File: src/hdl/vas_pkg.sv
// Package for the vibration alert sequencer: item, state and config types, codes.
`default_nettype none
package vas_pkg;

    localparam int unsigned CFG_DATA_W = 16;
    localparam int unsigned CFG_IDX_W  = 3;

    typedef enum logic [2:0] {
        PH_IDLE   = 3'd0,
        PH_SETUP  = 3'd1,
        PH_ON     = 3'd2,
        PH_OFF    = 3'd3,
        PH_REPEAT = 3'd4,
        PH_GAP    = 3'd5
    } vas_phase_t;

    localparam logic [2:0] CMD_TICK       = 3'd0;
    localparam logic [2:0] CMD_PHONE_NEW  = 3'd1;
    localparam logic [2:0] CMD_PHONE_DEL  = 3'd2;
    localparam logic [2:0] CMD_PHONE_STOP = 3'd3;
    localparam logic [2:0] CMD_IDLE_ALERT = 3'd4;

    localparam logic [CFG_IDX_W-1:0] CFG_ON_TIME      = 3'd0;
    localparam logic [CFG_IDX_W-1:0] CFG_OFF_TIME     = 3'd1;
    localparam logic [CFG_IDX_W-1:0] CFG_PULSES       = 3'd2;
    localparam logic [CFG_IDX_W-1:0] CFG_GAP_TIME     = 3'd3;
    localparam logic [CFG_IDX_W-1:0] CFG_CALL_REM     = 3'd4;
    localparam logic [CFG_IDX_W-1:0] CFG_OTHER_REM    = 3'd5;
    localparam logic [CFG_IDX_W-1:0] CFG_IDLE_REM     = 3'd6;
    localparam logic [CFG_IDX_W-1:0] CFG_CALL_CAT     = 3'd7;

    localparam logic [15:0] ON_TIME_RST   = 16'd100;
    localparam logic [15:0] OFF_TIME_RST  = 16'd400;
    localparam logic [3:0]  PULSES_RST    = 4'd3;
    localparam logic [15:0] GAP_TIME_RST  = 16'd2000;
    localparam logic [4:0]  CALL_REM_RST  = 5'd15;
    localparam logic [4:0]  OTHER_REM_RST = 5'd1;
    localparam logic [4:0]  IDLE_REM_RST  = 5'd3;
    localparam logic [7:0]  CALL_CAT_RST  = 8'd1;

    localparam logic [3:0] PULSE_MAX = 4'd15;
    localparam logic [4:0] BURST_MAX = 5'd31;

    typedef struct packed {
        logic [2:0]  cmd;
        logic [7:0]  category;
        logic [31:0] now_ms;
    } vas_in_t;

    typedef struct packed {
        logic       vibrator_on;
        logic       busy_res;
        logic       display_wake;
        logic [2:0] phase;
    } vas_out_t;

    typedef struct packed {
        logic [15:0] on_time_ms;
        logic [15:0] off_time_ms;
        logic [3:0]  pulses_per_burst;
        logic [15:0] reminder_gap_ms;
        logic [4:0]  call_reminders;
        logic [4:0]  other_reminders;
        logic [4:0]  idle_alert_reminders;
        logic [7:0]  call_category;
    } vas_cfg_t;

    typedef struct packed {
        vas_phase_t  phase;
        logic [31:0] mark_time;
        logic [3:0]  pulse_count;
        logic [4:0]  burst_count;
        logic [4:0]  burst_limit;
        logic        motor_level;
    } vas_state_t;

endpackage
`default_nettype wire

File: src/hdl/vas_step.sv
// Next-state and result logic for one command or tick item.
`default_nettype none
module vas_step (
    input  wire vas_pkg::vas_state_t cur,
    input  wire vas_pkg::vas_cfg_t   cfg,
    input  wire vas_pkg::vas_in_t    item,
    output vas_pkg::vas_state_t nxt,
    output vas_pkg::vas_out_t   res
);
    import vas_pkg::*;

    logic [15:0] dur;
    logic [31:0] limit_time;
    logic        expired;
    logic        wake;

    always_comb
    begin
        unique case (cur.phase)
            PH_OFF:    dur = cfg.on_time_ms;
            PH_REPEAT: dur = cfg.off_time_ms;
            default:   dur = cfg.reminder_gap_ms;
        endcase
    end

    assign limit_time = cur.mark_time + {16'd0, dur};
    assign expired    = item.now_ms > limit_time;

    always_comb
    begin
        nxt  = cur;
        wake = 1'b0;
        unique case (item.cmd)
            CMD_TICK:
            begin
                unique case (cur.phase)
                    PH_SETUP:
                    begin
                        nxt.phase       = PH_ON;
                        nxt.burst_count = 5'd0;
                    end
                    PH_ON:
                    begin
                        nxt.mark_time   = item.now_ms;
                        nxt.motor_level = 1'b1;
                        nxt.phase       = PH_OFF;
                    end
                    PH_OFF:
                    begin
                        if (expired)
                        begin
                            nxt.motor_level = 1'b0;
                            nxt.phase       = PH_REPEAT;
                            nxt.mark_time   = item.now_ms;
                            if (cur.pulse_count < PULSE_MAX)
                            begin
                                nxt.pulse_count = cur.pulse_count + 4'd1;
                            end
                        end
                    end
                    PH_REPEAT:
                    begin
                        if (expired)
                        begin
                            if (cur.pulse_count >= cfg.pulses_per_burst)
                            begin
                                nxt.phase     = PH_GAP;
                                nxt.mark_time = item.now_ms;
                                if (cur.burst_count < BURST_MAX)
                                begin
                                    nxt.burst_count = cur.burst_count + 5'd1;
                                end
                            end
                            else
                            begin
                                nxt.phase = PH_ON;
                            end
                        end
                    end
                    PH_GAP:
                    begin
                        if (expired)
                        begin
                            if (cur.burst_count >= cur.burst_limit)
                            begin
                                nxt.phase = PH_IDLE;
                            end
                            else
                            begin
                                nxt.phase       = PH_ON;
                                nxt.pulse_count = 4'd0;
                            end
                        end
                    end
                    default: ;
                endcase
            end
            CMD_PHONE_NEW:
            begin
                nxt.pulse_count = 4'd0;
                nxt.burst_count = 5'd0;
                nxt.burst_limit = (item.category == cfg.call_category) ?
                                  cfg.call_reminders : cfg.other_reminders;
                nxt.phase       = PH_SETUP;
                wake            = 1'b1;
            end
            CMD_PHONE_DEL, CMD_PHONE_STOP:
            begin
                nxt.phase       = PH_IDLE;
                nxt.motor_level = 1'b0;
            end
            CMD_IDLE_ALERT:
            begin
                nxt.pulse_count = 4'd0;
                nxt.burst_count = 5'd0;
                nxt.burst_limit = cfg.idle_alert_reminders;
                nxt.phase       = PH_SETUP;
            end
            default: ;
        endcase
    end

    always_comb
    begin
        res.vibrator_on  = nxt.motor_level;
        res.busy_res     = (nxt.phase != PH_IDLE);
        res.display_wake = wake;
        res.phase        = nxt.phase;
    end

endmodule
`default_nettype wire

File: src/hdl/vibration_alert_sequencer.sv
// Top level of the vibration alert sequencer: config registers, state and result register.
//
//  channel | signals                          | dir | accepted when
//  --------+----------------------------------+-----+----------------------
//  in      | in_valid, in_ready, in_data      | in  | in_valid & in_ready
//  out     | out_valid, out_ready, out_data   | out | out_valid & out_ready
//  cfg     | cfg_we, cfg_index, cfg_data      | in  | cfg_we
//
// One item per cycle while in_ready is high; its result sits in the output register from the cycle after acceptance.
// The state update and result come from a single add and compare against the mark time.
// in_ready drops only while a result waits in the output register and out_ready is low.
// rst_n clears the sequencer state, the output valid and loads config reset values.
`default_nettype none
module vibration_alert_sequencer (
    input  wire                                clk,
    input  wire                                rst_n,
    input  wire                                in_valid,
    output logic                               in_ready,
    input  wire  vas_pkg::vas_in_t             in_data,
    output logic                               out_valid,
    input  wire                                out_ready,
    output vas_pkg::vas_out_t                  out_data,
    input  wire                                cfg_we,
    input  wire  [vas_pkg::CFG_IDX_W-1:0]      cfg_index,
    input  wire  [vas_pkg::CFG_DATA_W-1:0]     cfg_data
);
    import vas_pkg::*;

    vas_cfg_t   cfg_reg;
    vas_state_t state_reg;
    vas_state_t state_next;
    vas_out_t   res_next;
    vas_out_t   out_data_reg;
    logic       out_valid_reg;
    logic       in_fire;

    assign in_ready = !out_valid_reg || out_ready;
    assign in_fire  = in_valid && in_ready;

    always_ff @(posedge clk or negedge rst_n)
    begin
        if (!rst_n)
        begin
            cfg_reg.on_time_ms           <= ON_TIME_RST;
            cfg_reg.off_time_ms          <= OFF_TIME_RST;
            cfg_reg.pulses_per_burst     <= PULSES_RST;
            cfg_reg.reminder_gap_ms      <= GAP_TIME_RST;
            cfg_reg.call_reminders       <= CALL_REM_RST;
            cfg_reg.other_reminders      <= OTHER_REM_RST;
            cfg_reg.idle_alert_reminders <= IDLE_REM_RST;
            cfg_reg.call_category        <= CALL_CAT_RST;
        end
        else if (cfg_we)
        begin
            unique case (cfg_index)
                CFG_ON_TIME:   cfg_reg.on_time_ms           <= cfg_data;
                CFG_OFF_TIME:  cfg_reg.off_time_ms          <= cfg_data;
                CFG_PULSES:    cfg_reg.pulses_per_burst     <= cfg_data[3:0];
                CFG_GAP_TIME:  cfg_reg.reminder_gap_ms      <= cfg_data;
                CFG_CALL_REM:  cfg_reg.call_reminders       <= cfg_data[4:0];
                CFG_OTHER_REM: cfg_reg.other_reminders      <= cfg_data[4:0];
                CFG_IDLE_REM:  cfg_reg.idle_alert_reminders <= cfg_data[4:0];
                CFG_CALL_CAT:  cfg_reg.call_category        <= cfg_data[7:0];
            endcase
        end
    end

    vas_step u_step (
        .cur  (state_reg),
        .cfg  (cfg_reg),
        .item (in_data),
        .nxt  (state_next),
        .res  (res_next)
    );

    always_ff @(posedge clk or negedge rst_n)
    begin
        if (!rst_n)
        begin
            state_reg.phase       <= PH_IDLE;
            state_reg.mark_time   <= 32'd0;
            state_reg.pulse_count <= 4'd0;
            state_reg.burst_count <= 5'd0;
            state_reg.burst_limit <= 5'd0;
            state_reg.motor_level <= 1'b0;
            out_valid_reg         <= 1'b0;
        end
        else
        begin
            if (in_fire)
            begin
                state_reg     <= state_next;
                out_valid_reg <= 1'b1;
            end
            else if (out_ready)
            begin
                out_valid_reg <= 1'b0;
            end
        end
    end

    always_ff @(posedge clk)
    begin
        if (in_fire)
        begin
            out_data_reg <= res_next;
        end
    end

    assign out_valid = out_valid_reg;
    assign out_data  = out_data_reg;

    a_busy_matches_phase: assert property (@(posedge clk) disable iff (!rst_n)
        out_valid |-> (out_data.busy_res == (out_data.phase != PH_IDLE)))
        else $error("busy_res disagrees with phase");

    a_stop_clears: assert property (@(posedge clk) disable iff (!rst_n)
        (in_fire && (in_data.cmd == CMD_PHONE_DEL || in_data.cmd == CMD_PHONE_STOP))
        |=> (state_reg.phase == PH_IDLE && !state_reg.motor_level && !out_data.vibrator_on))
        else $error("delete or stop did not end the sequence");

    a_new_wakes: assert property (@(posedge clk) disable iff (!rst_n)
        (in_fire && in_data.cmd == CMD_PHONE_NEW)
        |=> (out_valid && out_data.display_wake && state_reg.phase == PH_SETUP))
        else $error("phone new did not raise display wake");

    a_wake_only_new: assert property (@(posedge clk) disable iff (!rst_n)
        (in_fire && in_data.cmd != CMD_PHONE_NEW) |=> !out_data.display_wake)
        else $error("display wake without phone new");

endmodule
`default_nettype wire
File: config.mk
export PLATFORM = sky130hd
export DESIGN_NAME = vibration_alert_sequencer
export DESIGN_NICKNAME = d
export VERILOG_FILES = /design/src/hdl/vas_pkg.sv /design/src/hdl/vas_step.sv /design/src/hdl/vibration_alert_sequencer.sv
export SDC_FILE = /design/constraint.sdc
export NUM_CORES = 1
export LEC_CHECK = 0
export ABC_AREA = 1
export BUFFER_PORTS_ARGS = -buffer_cell sky130_fd_sc_hd__buf_2
export CELL_PAD_IN_SITES_DETAIL_PLACEMENT = 2
export CELL_PAD_IN_SITES_GLOBAL_PLACEMENT = 2
export CORE_ASPECT_RATIO = 0.5
export CORE_UTILIZATION = 33
export CTS_CLUSTER_DIAMETER = 30
export CTS_CLUSTER_SIZE = 20
export DETAILED_ROUTE_END_ITERATION = 16
export PLACE_DENSITY_LB_ADDON = 0.1
export SLEW_MARGIN = 25
export SYNTH_ARGS = -nofsm -noshare
export SYNTH_HDL_FRONTEND = slang
export SYNTH_SLANG_ARGS = --single-unit
File: constraint.sdc
create_clock -name clk -period 4.6 [get_ports clk]
set_input_delay 0.46 -clock clk [delete_from_list [all_inputs] [get_ports clk]]
set_output_delay 0.46 -clock clk [all_outputs]
set_load 0.02 [all_outputs]
== Yosys cells after proc, flatten, opt, wreduce, memory -nomap -nowiden ==
Cells that the tools add are included.
Storage, ports and cells
  flip-flop bits (word level): 132
  input port bits: 67
  output and inout port bits: 8
  logic and storage cells: 107
Operators by class
  add/subtract/negate cells: 3
  $lt $le $gt $ge: 5
  equal/unequal tests: 29
  muxes and demuxes: 27
  reduce and logical (&&, ||, !) cells: 24
Operators by type and width (number)
  $pmux 32 s3: 1
  $mux 39: 1
  $mux 35: 1
  $add 32x16->32: 1
  $gt 32x32->1: 1
  $mux 32: 1
  $pmux 16 s2: 1
  $eq 3x3->1 const B: 7
  $mux 5: 4
  $pmux 5 s2: 2
  $eq 3x2->1 const B: 6
  $ne 3x2->1 const B: 6
  $pmux 9 s2: 1
  $reduce_and 2->1: 9
  $pmux 3 s5: 1
  $mux 4: 3
  $reduce_and 6->1: 2
  $eq 3x1->1 const B: 3
  $ne 3x3->1 const B: 3
  $pmux 3 s3: 1
  $eq 8x8->1: 1
  $pmux 4 s2: 1
  $reduce_and 7->1: 1
  $logic_not 3->1: 2
  17 further kinds: 28

== Longest topological paths before layout ==
Gate-level depths: netlist of the first run.
  depth after elaboration: 8
  gate-level depth with buffers: 38
  depth with buffers taken out: 37

== Cells and area by module ==
A second synthesis of the first run with hierarchy kept.
Second synthesis, totals
  cells, all modules: 1271
  area, all modules: 9125.0 um^2
By module, submodules not included
  vibration_alert_sequencer: instances 1, cells each 570, area an instance 5172.5 um^2, seq. area each 3360.7 um^2
  vas_step: instances 1, cells each 701, area an instance 3952.5 um^2, seq. area each 0.0 um^2

== Least setup slack after synthesis of the first run ==
Ideal clock, no wire load.
  path type: register -> register
  start: register state_reg[48] (netlist name)
  end: register out_data_reg, in the netlist out_data[4], data pin
  arrival: 4352 ps
  required time: 4346 ps
  path slack: -7 ps
  stages on the path, launching flop included: 32
  clock period less this slack: 4607 ps
  path through: dfrtp_1 -> inv_2 -> nand2_1 -> nor2_4 -> clkbuf_1 -> clkbuf_1 -> nand2_1 -> nand3_1 -> ha_1 -> fa_1 -> nand3_1 -> nand3_1 -> a21oi_2 -> o21ai_2 -> a21boi_2 -> o21ai_1 -> nand2_1 -> nand2_1 -> nand2_1 -> xor2_1 -> ha_1 -> nand2_1 -> nor2_2 -> nand4_1 -> nor2_2 -> nand3_2 -> nand3_1 -> nand2_1 -> o21ai_0 -> nand2_1 -> nor2_1 -> nand2_1
RTL lines
  start, declared: RTL line vibration_alert_sequencer.sv:30  | vas_state_t state_reg;
  start signal, assigned: RTL line vibration_alert_sequencer.sv:92  | state_reg <= state_next;
  end signal, assigned: RTL line vibration_alert_sequencer.sv:106  | out_data_reg <= res_next;
  end, declared: RTL line vibration_alert_sequencer.sv:33  | vas_out_t out_data_reg;

== Worst setup path after layout of the first run ==
  start: register state_reg[48] (netlist name)
  end: register state_reg[19] (netlist name)
Between the ends
  longest elaborated chain between the ends: 6
  elaborated cells on any way between the ends: 12
  those cells by class: add/sub: 1; order compare: 1; eq/ne: 6; mux: 2; reduce/logical: 2
RTL lines
  $eq 3x3->1 / $eq 3x2->1 (equally long branches): RTL line vas_step.sv:19, vas_step.sv:36
  $pmux 16 s2: RTL line vas_step.sv:19  | unique case (cur.phase)
  $add 32x16->32: RTL line vas_step.sv:26  | assign limit_time = cur.mark_time + {16'd0, dur};
  $gt 32x32->1: RTL line vas_step.sv:27  | assign expired = item.now_ms > limit_time;
  $ne 2x1->1 (no line)
  $reduce_and 6->1 (no line)
Several ways; a longest one is shown, not always the timed one.
A chain may end at the register's enable or synchronous reset.

==> metrics.txt, run 1 <==
post-synthesis sequential area ratio 40.8%; clock share of power 26.9%; Initial Util 34.0%; Chip Width 225 um; Hold Crit Class primary input to asynchronous set/reset pin; CP endpoint kind flop; CTS sink cnt 132; share of layout cells above drive strength 1 32.6%; ys async rst share 95.5%; Cells after Synth 1,026; Synth Register Bits 132; Antenna Nets Post-Route 0; endpoints failing setup 47; Longest Clk Path Bufs 2; Ys Warns 0; normalized max-slew margin 35.8%; Fmax achieved 208 MHz; dpl ws -0.320 ns; Post-synth EDFFs 6; Max Cap Viol 0; Psw 0.00209 W; Final nets 1,307; most used cell along the critical path nand2_4; max reg flops 75; leakage 5.21 nW; Initial DRC Count 290; Startpoint Class flop; leading area contributor after synthesis dfrtp_1; outcome finished with violations; CTS Buf Count 17; RSZ-0062 raised after global routing yes; share of the synthesized area in the top cell type 31.6%; vias per cell 5.09; PortBufs 74; IO Count 75; RR Endpoint state_reg[19]; CP Max Fanout 8; Layout fillers 2,682; Worst Path Required 4.93 ns; crit path kind flop to flop; worst slew pin tran 0.954 ns; CTS tree yes; Mapped Area 8230 um^2; Worst Slack Setup Final -0.213 ns; Net Sw Frac 38.9%; die height 114 um; peak supply drop 0.000302 V; drc violations 0; global-route wire length before repair 45,600 um; syn_nets 1,153; initial antenna violation count 0; Worst Setup EP state_reg[19]; Global Route Usage Sum 23.3%; post-DP HPWL 20,500 um; vias in the first global route 8,434; Die ar. 25,600 um^2; Pre-antenna DRT Iters 4; wire length per cell 20.0 um; GPL Wtd Cong 0.838; max incr delay on CP 0.39 ns; final worst-path cycle share 105%; Worst EP arrival 5.15 ns; Gate power share 41.4%; register-to-register setup slack -0.21 ns; Total Wirelength 30,600 um; Int Power 0.00329 W; final hold vios 0; Clk Tree Root Cell clkbuf_16; slowest stage cell, crit path dfrtp_1; core region area 24,200 um^2; reg-to-reg startpoint state_reg[48]; Rows 40; Worst Skew 0.0123 ns; P per Cell Area 488 nW/um^2; Overflow after GRT 0; ys flop type dfrtp_1; Setup TNS -6.84 ns; Cell variety after synth 44; area grow syn2layout 34.1%; sequential fraction of design power 31.7%; reg2reg path depth 31; later-pin clock latency in the skew report 0.45 ns; Avg Inst Size Synth 8.03 um^2; total vias in the final route 7,776; Design Area, Final 11,000 um^2; # diodes 0; CTS HTree Levels 4; Worst-path clk slew 0.07 ns; largest net degree at the start of global routing 65; Worst setup startpoint state_reg[48]; Tmin final 4.81 ns; DP Area 9410 um^2; failing checks setup timing; synth top area cells dfrtp_1 (32%), nand2_1 (13%), ha_1 (9.0%); Max Transition Viols Final 0
==> metrics by stage <==
stage                     util (%)  total power (W)  hold WS (ns)  cells
after floorplan                  -          0.00275         0.164   1026
after global placement        38.8          0.00334         0.467   1470
after detailed placement      38.8          0.00347         0.473   1470
after CTS                     43.0          0.00511         0.153   1514
after global routing          45.6          0.00570         0.201   1529
final                         45.6          0.00538         0.147   1529
==> worst max-delay path: cells and delay by family, from the launching register on <==
family / cells / cell delay [ns]
DFF: 1 / 0.39
and+or+nand+nor: 13 / 1.28
AOI/OAI and AO/OA: 8 / 1.12
adders and majority gates: 3 / 0.83
buffers and inverters: 6 / 0.88
xor gates and xnor gates: 1 / 0.15
==> synthesized netlist by cell type, types with 2 or more instances <==
master / instances
a21o_1: 3
a21oi_1: 43
a21oi_2: 2
buf_1: 2
buf_2: 4
buf_6: 6
clkbuf_1: 14
dfrtp_1: 104
dfstp_2: 22
edfxtp_1: 6
ha_1: 59
inv_1: 89
inv_2: 3
nand2_1: 289
nand2_2: 30
nand2_4: 4
nand3_1: 63
nand3_2: 2
nand3b_1: 2
nand4_1: 8
nor2_1: 66
nor2_2: 5
nor2_4: 2
nor3_1: 10
nor3b_1: 2
nor4_1: 5
o21a_1: 2
o21ai_0: 84
o21ai_1: 3
o21ai_2: 36
o22ai_1: 5
xnor2_1: 15
xor2_1: 25
==> area by class of cell <==
cell class	count	area, um^2	area share, %
clock buffer	17	425	3.85
clock inverter	15	175	1.59
sequential	132	3360	30.5
timing repair buffer	161	1240	11.2
tap	336	420	3.81
inverter	93	354	3.21
multi-input combinational	775	5060	45.8
==> what timing repair did <==
item | in CTS | in global routing
gates resized for setup | 64 | 93
hold buffers | 0 | 0
endpoints found under the setup margin | 50 | 50
gates cloned | 0 | 6
setup buffers | 12 | 9
hold endpoints to repair | 0 | 0
pin swaps | 17 | 36
==> worst min-delay path by stage <==
stage	startpoint	endpoint	slack, ns	depth (start not counted)
detailed placement	cfg_reg[41]	cfg_reg[41]	0.47	2
CTS	rst_n	state_reg[40]	0.15	1
global route	rst_n	state_reg[38]	0.20	1
global placement	cfg_reg[59]	cfg_reg[59]	0.47	2
finish	rst_n	state_reg[46]	0.15	1
floorplan	rst_n	cfg_reg[10]	0.16	0
==> logic make-up (layout without fill, tap and decap cells) <==
family / after synthesis / count (layout) / synth area share (%)
DFF: 132 / 132 / 40.8
buffers and inverters: 119 / 286 / 6.03
xor gates and xnor gates: 40 / 40 / 4.25
and+or+nand+nor: 489 / 489 / 25.8
adders and majority gates: 60 / 60 / 9.21
AOI/OAI and AO/OA: 186 / 186 / 13.9
==> placed cells by master (no fill, tap or decap), drive strengths merged, types with 25 or more instances in the layout <==
cell type / n
ha: 59
o21ai: 123
buf: 157
xor2: 25
a21oi: 45
inv: 97
nand3: 65
dfrtp: 104
nand2: 323
nor2: 73
==> layer usage <==
layer	share of wire [%]	global-route usage (%)	up-vias
met5	0	0	-
met4	2.0	7.12	0
met3	2.1	3.97	45
met2	50	40.5	82
met1	46	29.8	3961
li1	-	-	3688
==> power groups by stage <==
stage / logic, W / clock network, W / registers (W)
final: 0.00223 / 0.00145 / 0.00171
after global placement: 0.00169 / 0 / 0.00166
after global routing: 0.00245 / 0.00152 / 0.00173
after CTS: 0.00196 / 0.00148 / 0.00167
after floorplan: 0.00114 / 0 / 0.00161
after detailed placement: 0.00180 / 0 / 0.00167
Note: power is estimated with default switching activity, not from simulation.
==> inputs of run 2 (changes only) <==
Settings changed: CELL_PAD_IN_SITES_DETAIL_PLACEMENT 2 to unset, CELL_PAD_IN_SITES_GLOBAL_PLACEMENT 2 to unset, CORE_UTILIZATION 33 to 40, PLACE_DENSITY_LB_ADDON 0.1 to unset.
==> metrics.txt, run 2 (synthesis results as in run 1) <==
Global Route Usage Sum 20.5% (-2.9 points); leakage 5.04 nW (-3.3%); vias in the first global route 6,689 (-21%); CTS tree yes; Tmin final 4.52 ns (-0.291 ns); Antenna Nets Post-Route 0 (unchanged); Worst Skew 0.0144 ns (+0.00207 ns); Fmax achieved 221 MHz (+6.4%); core region area 19,800 um^2 (-18%); GRT met2 Usage 32.2% (-8.3 points); max incr delay on CP 0.43 ns (+0.04 ns); Max Cap Viol 0 (unchanged); CP endpoint kind flop; outcome complete, no violations; Initial DRC Count 439 (+51%); slowest stage cell, crit path dfrtp_1; Most Crowded Layer GR met2; Startpoint Class flop; Worst Slack Setup Final 0.0778 ns (+0.291 ns); initial antenna violation count 0 (unchanged); area grow syn2layout 27.0%; Pre-antenna DRT Iters 5 (+1); vias per cell 5.04 (-0.95%); P per Cell Area 474 nW/um^2 (-2.8%); Worst EP arrival 4.84 ns (-0.31 ns); CP Max Fanout 12 (+4); drc violations 0 (unchanged); Worst Path Required 4.92 ns (about the same); global-route wire length before repair 33,600 um (-26%); wire length per cell 15.5 um (-22%); normalized max-slew margin 38.8% (+3.0 points); Rows 36 (-10%); total vias in the final route 7,264 (-6.6%); CTS HTree Levels 4 (unchanged); largest net degree at the start of global routing 56 (-14%); endpoints failing setup 0 (-100%); Die ar. 21,200 um^2 (-17%); # diodes 0 (unchanged); Overflow after GRT 0 (unchanged); PortBufs 74 (unchanged); Total Wirelength 22,400 um (-27%); post-DP HPWL 15,300 um (-25%); peak supply drop 0.000272 V (-10%); Initial Util 41.5% (+7.6 points); GR Layer Usage met1 29.2% (-0.62 points); utilization after layout 52.7% (+7.2 points); GPL Wtd Cong 0.857 (+2.3%); Hold Crit Class primary input to asynchronous set/reset pin; Chip Width 205 um (-9.1%); Longest Clk Path Bufs 2 (unchanged); reg2reg path depth 30 (-3.2%); Clk Tree Root Cell clkbuf_16; Max Transition Viols Final 0 (unchanged); hold_buf cts 0 (unchanged); grt met3 use 3.60% (-0.36 points); later-pin clock latency in the skew report 0.43 ns (-0.02 ns); dpl ws -0.124 ns (+0.196 ns); most used cell along the critical path nand2_1; commonest non-fill, non-tap cell in the layout nand2_1; final hold vios 0 (unchanged); max reg flops 75 (unchanged); Worst-path clk slew 0.07 ns (about the same); Final nets 1,290 (-1.3%); crit path kind flop to flop; CTS Buf Count 17 (unchanged); most frequent cells in the layout nand2_1 (280), dfrtp_1 (104), inv_1 (86); IO Count 75 (unchanged); RSZ-0062 raised after global routing yes; share of layout cells above drive strength 1 28.1% (-4.5 points); worst slew pin tran 0.909 ns (-0.0444 ns); final worst-path cycle share 98.3% (-6.3 points); CTS sink cnt 132 (unchanged); die height 103 um (-9.0%)
-- run 2: cell count changes in the layout (fill, tap and decap cells not counted), sizes merged --
cell	change
inv	+3
clkbuf	+2
clkinv	-5
clkinvlp	+1
buf	-18
-- run 2: layer usage --
| metal | vias up | share of wire [%] |
|---|---|---|
| met1 | 3451 | 50 |
| met2 | 140 | 45 |
| met5 | - | 0 |
| met4 | 0 | 1.1 |
| met3 | 16 | 4.2 |
| li1 | 3657 | - |
-- run 2: final cells by class --
type	count	area (um^2)
tap	266	333
inverter	93	354
timing repair buffer	144	1080
multi-input combinational	775	4700
sequential	132	3360
fill	1839	9370
clock buffer	18	429
clock inverter	14	191
-- run 2: final timing paths --
check,from,to,slack (ns)
worst max-delay path,state_reg[49],state_reg[16],0.08
worst min-delay path,rst_n,cfg_reg[14],0.07
worst max register to register,state_reg[49],state_reg[16],0.08
worst min register to register,cfg_reg[22],cfg_reg[22],0.49
max in group asynchronous,rst_n,state_reg[31],3.47
min in group clk,cfg_data[9],cfg_reg[32],0.28
-- run 2: worst max-delay path, delay by kind of cell (launching register included) --
kind | cells | cell delay, ns
flip-flops | 1 | 0.43
buffers and inverters | 5 | 0.65
AO/OA/AOI/OAI | 5 | 0.59
adder cells (fa/ha/maj) | 2 | 0.64
AND/OR/NAND/NOR | 17 | 1.93
XOR/XNOR | 1 | 0.15
-- run 2: per-stage QoR --
| stage | total power [W] | TNS [ns] | std cells | hold slack, ns | area, um^2 |
|---|---|---|---|---|---|
| 3_3_place_gp | 0.00323 | 0 | 1393 | 0.466 | 9240 |
| 4_1_cts | 0.00477 | 0 | 1426 | 0.104 | 9890 |
| 5_1_grt | 0.00529 | -6.05 | 1442 | 0.130 | 10500 |
| 2_1_floorplan | 0.00275 | 0 | 1026 | 0.164 | 8240 |
| 6_report | 0.00495 | 0 | 1442 | 0.0710 | 10500 |
| 3_5_place_dp | 0.00328 | -2.45 | 1393 | 0.473 | 9250 |
-- run 2: power by group --
group | total (W) | switching (W) | internal (W)
Clock | 0.00147 | 0.000600 | 0.000872
Sequential | 0.00165 | 0.000213 | 0.00144
Combinational | 0.00183 | 0.00100 | 0.000825
-- run 2: what timing repair did --
action,4_1_cts,5_1_grt
endpoints found under the setup margin,47,50
setup buffers,1,10
cloned,0,6
resized for setup,8,59
pin swaps,1,10
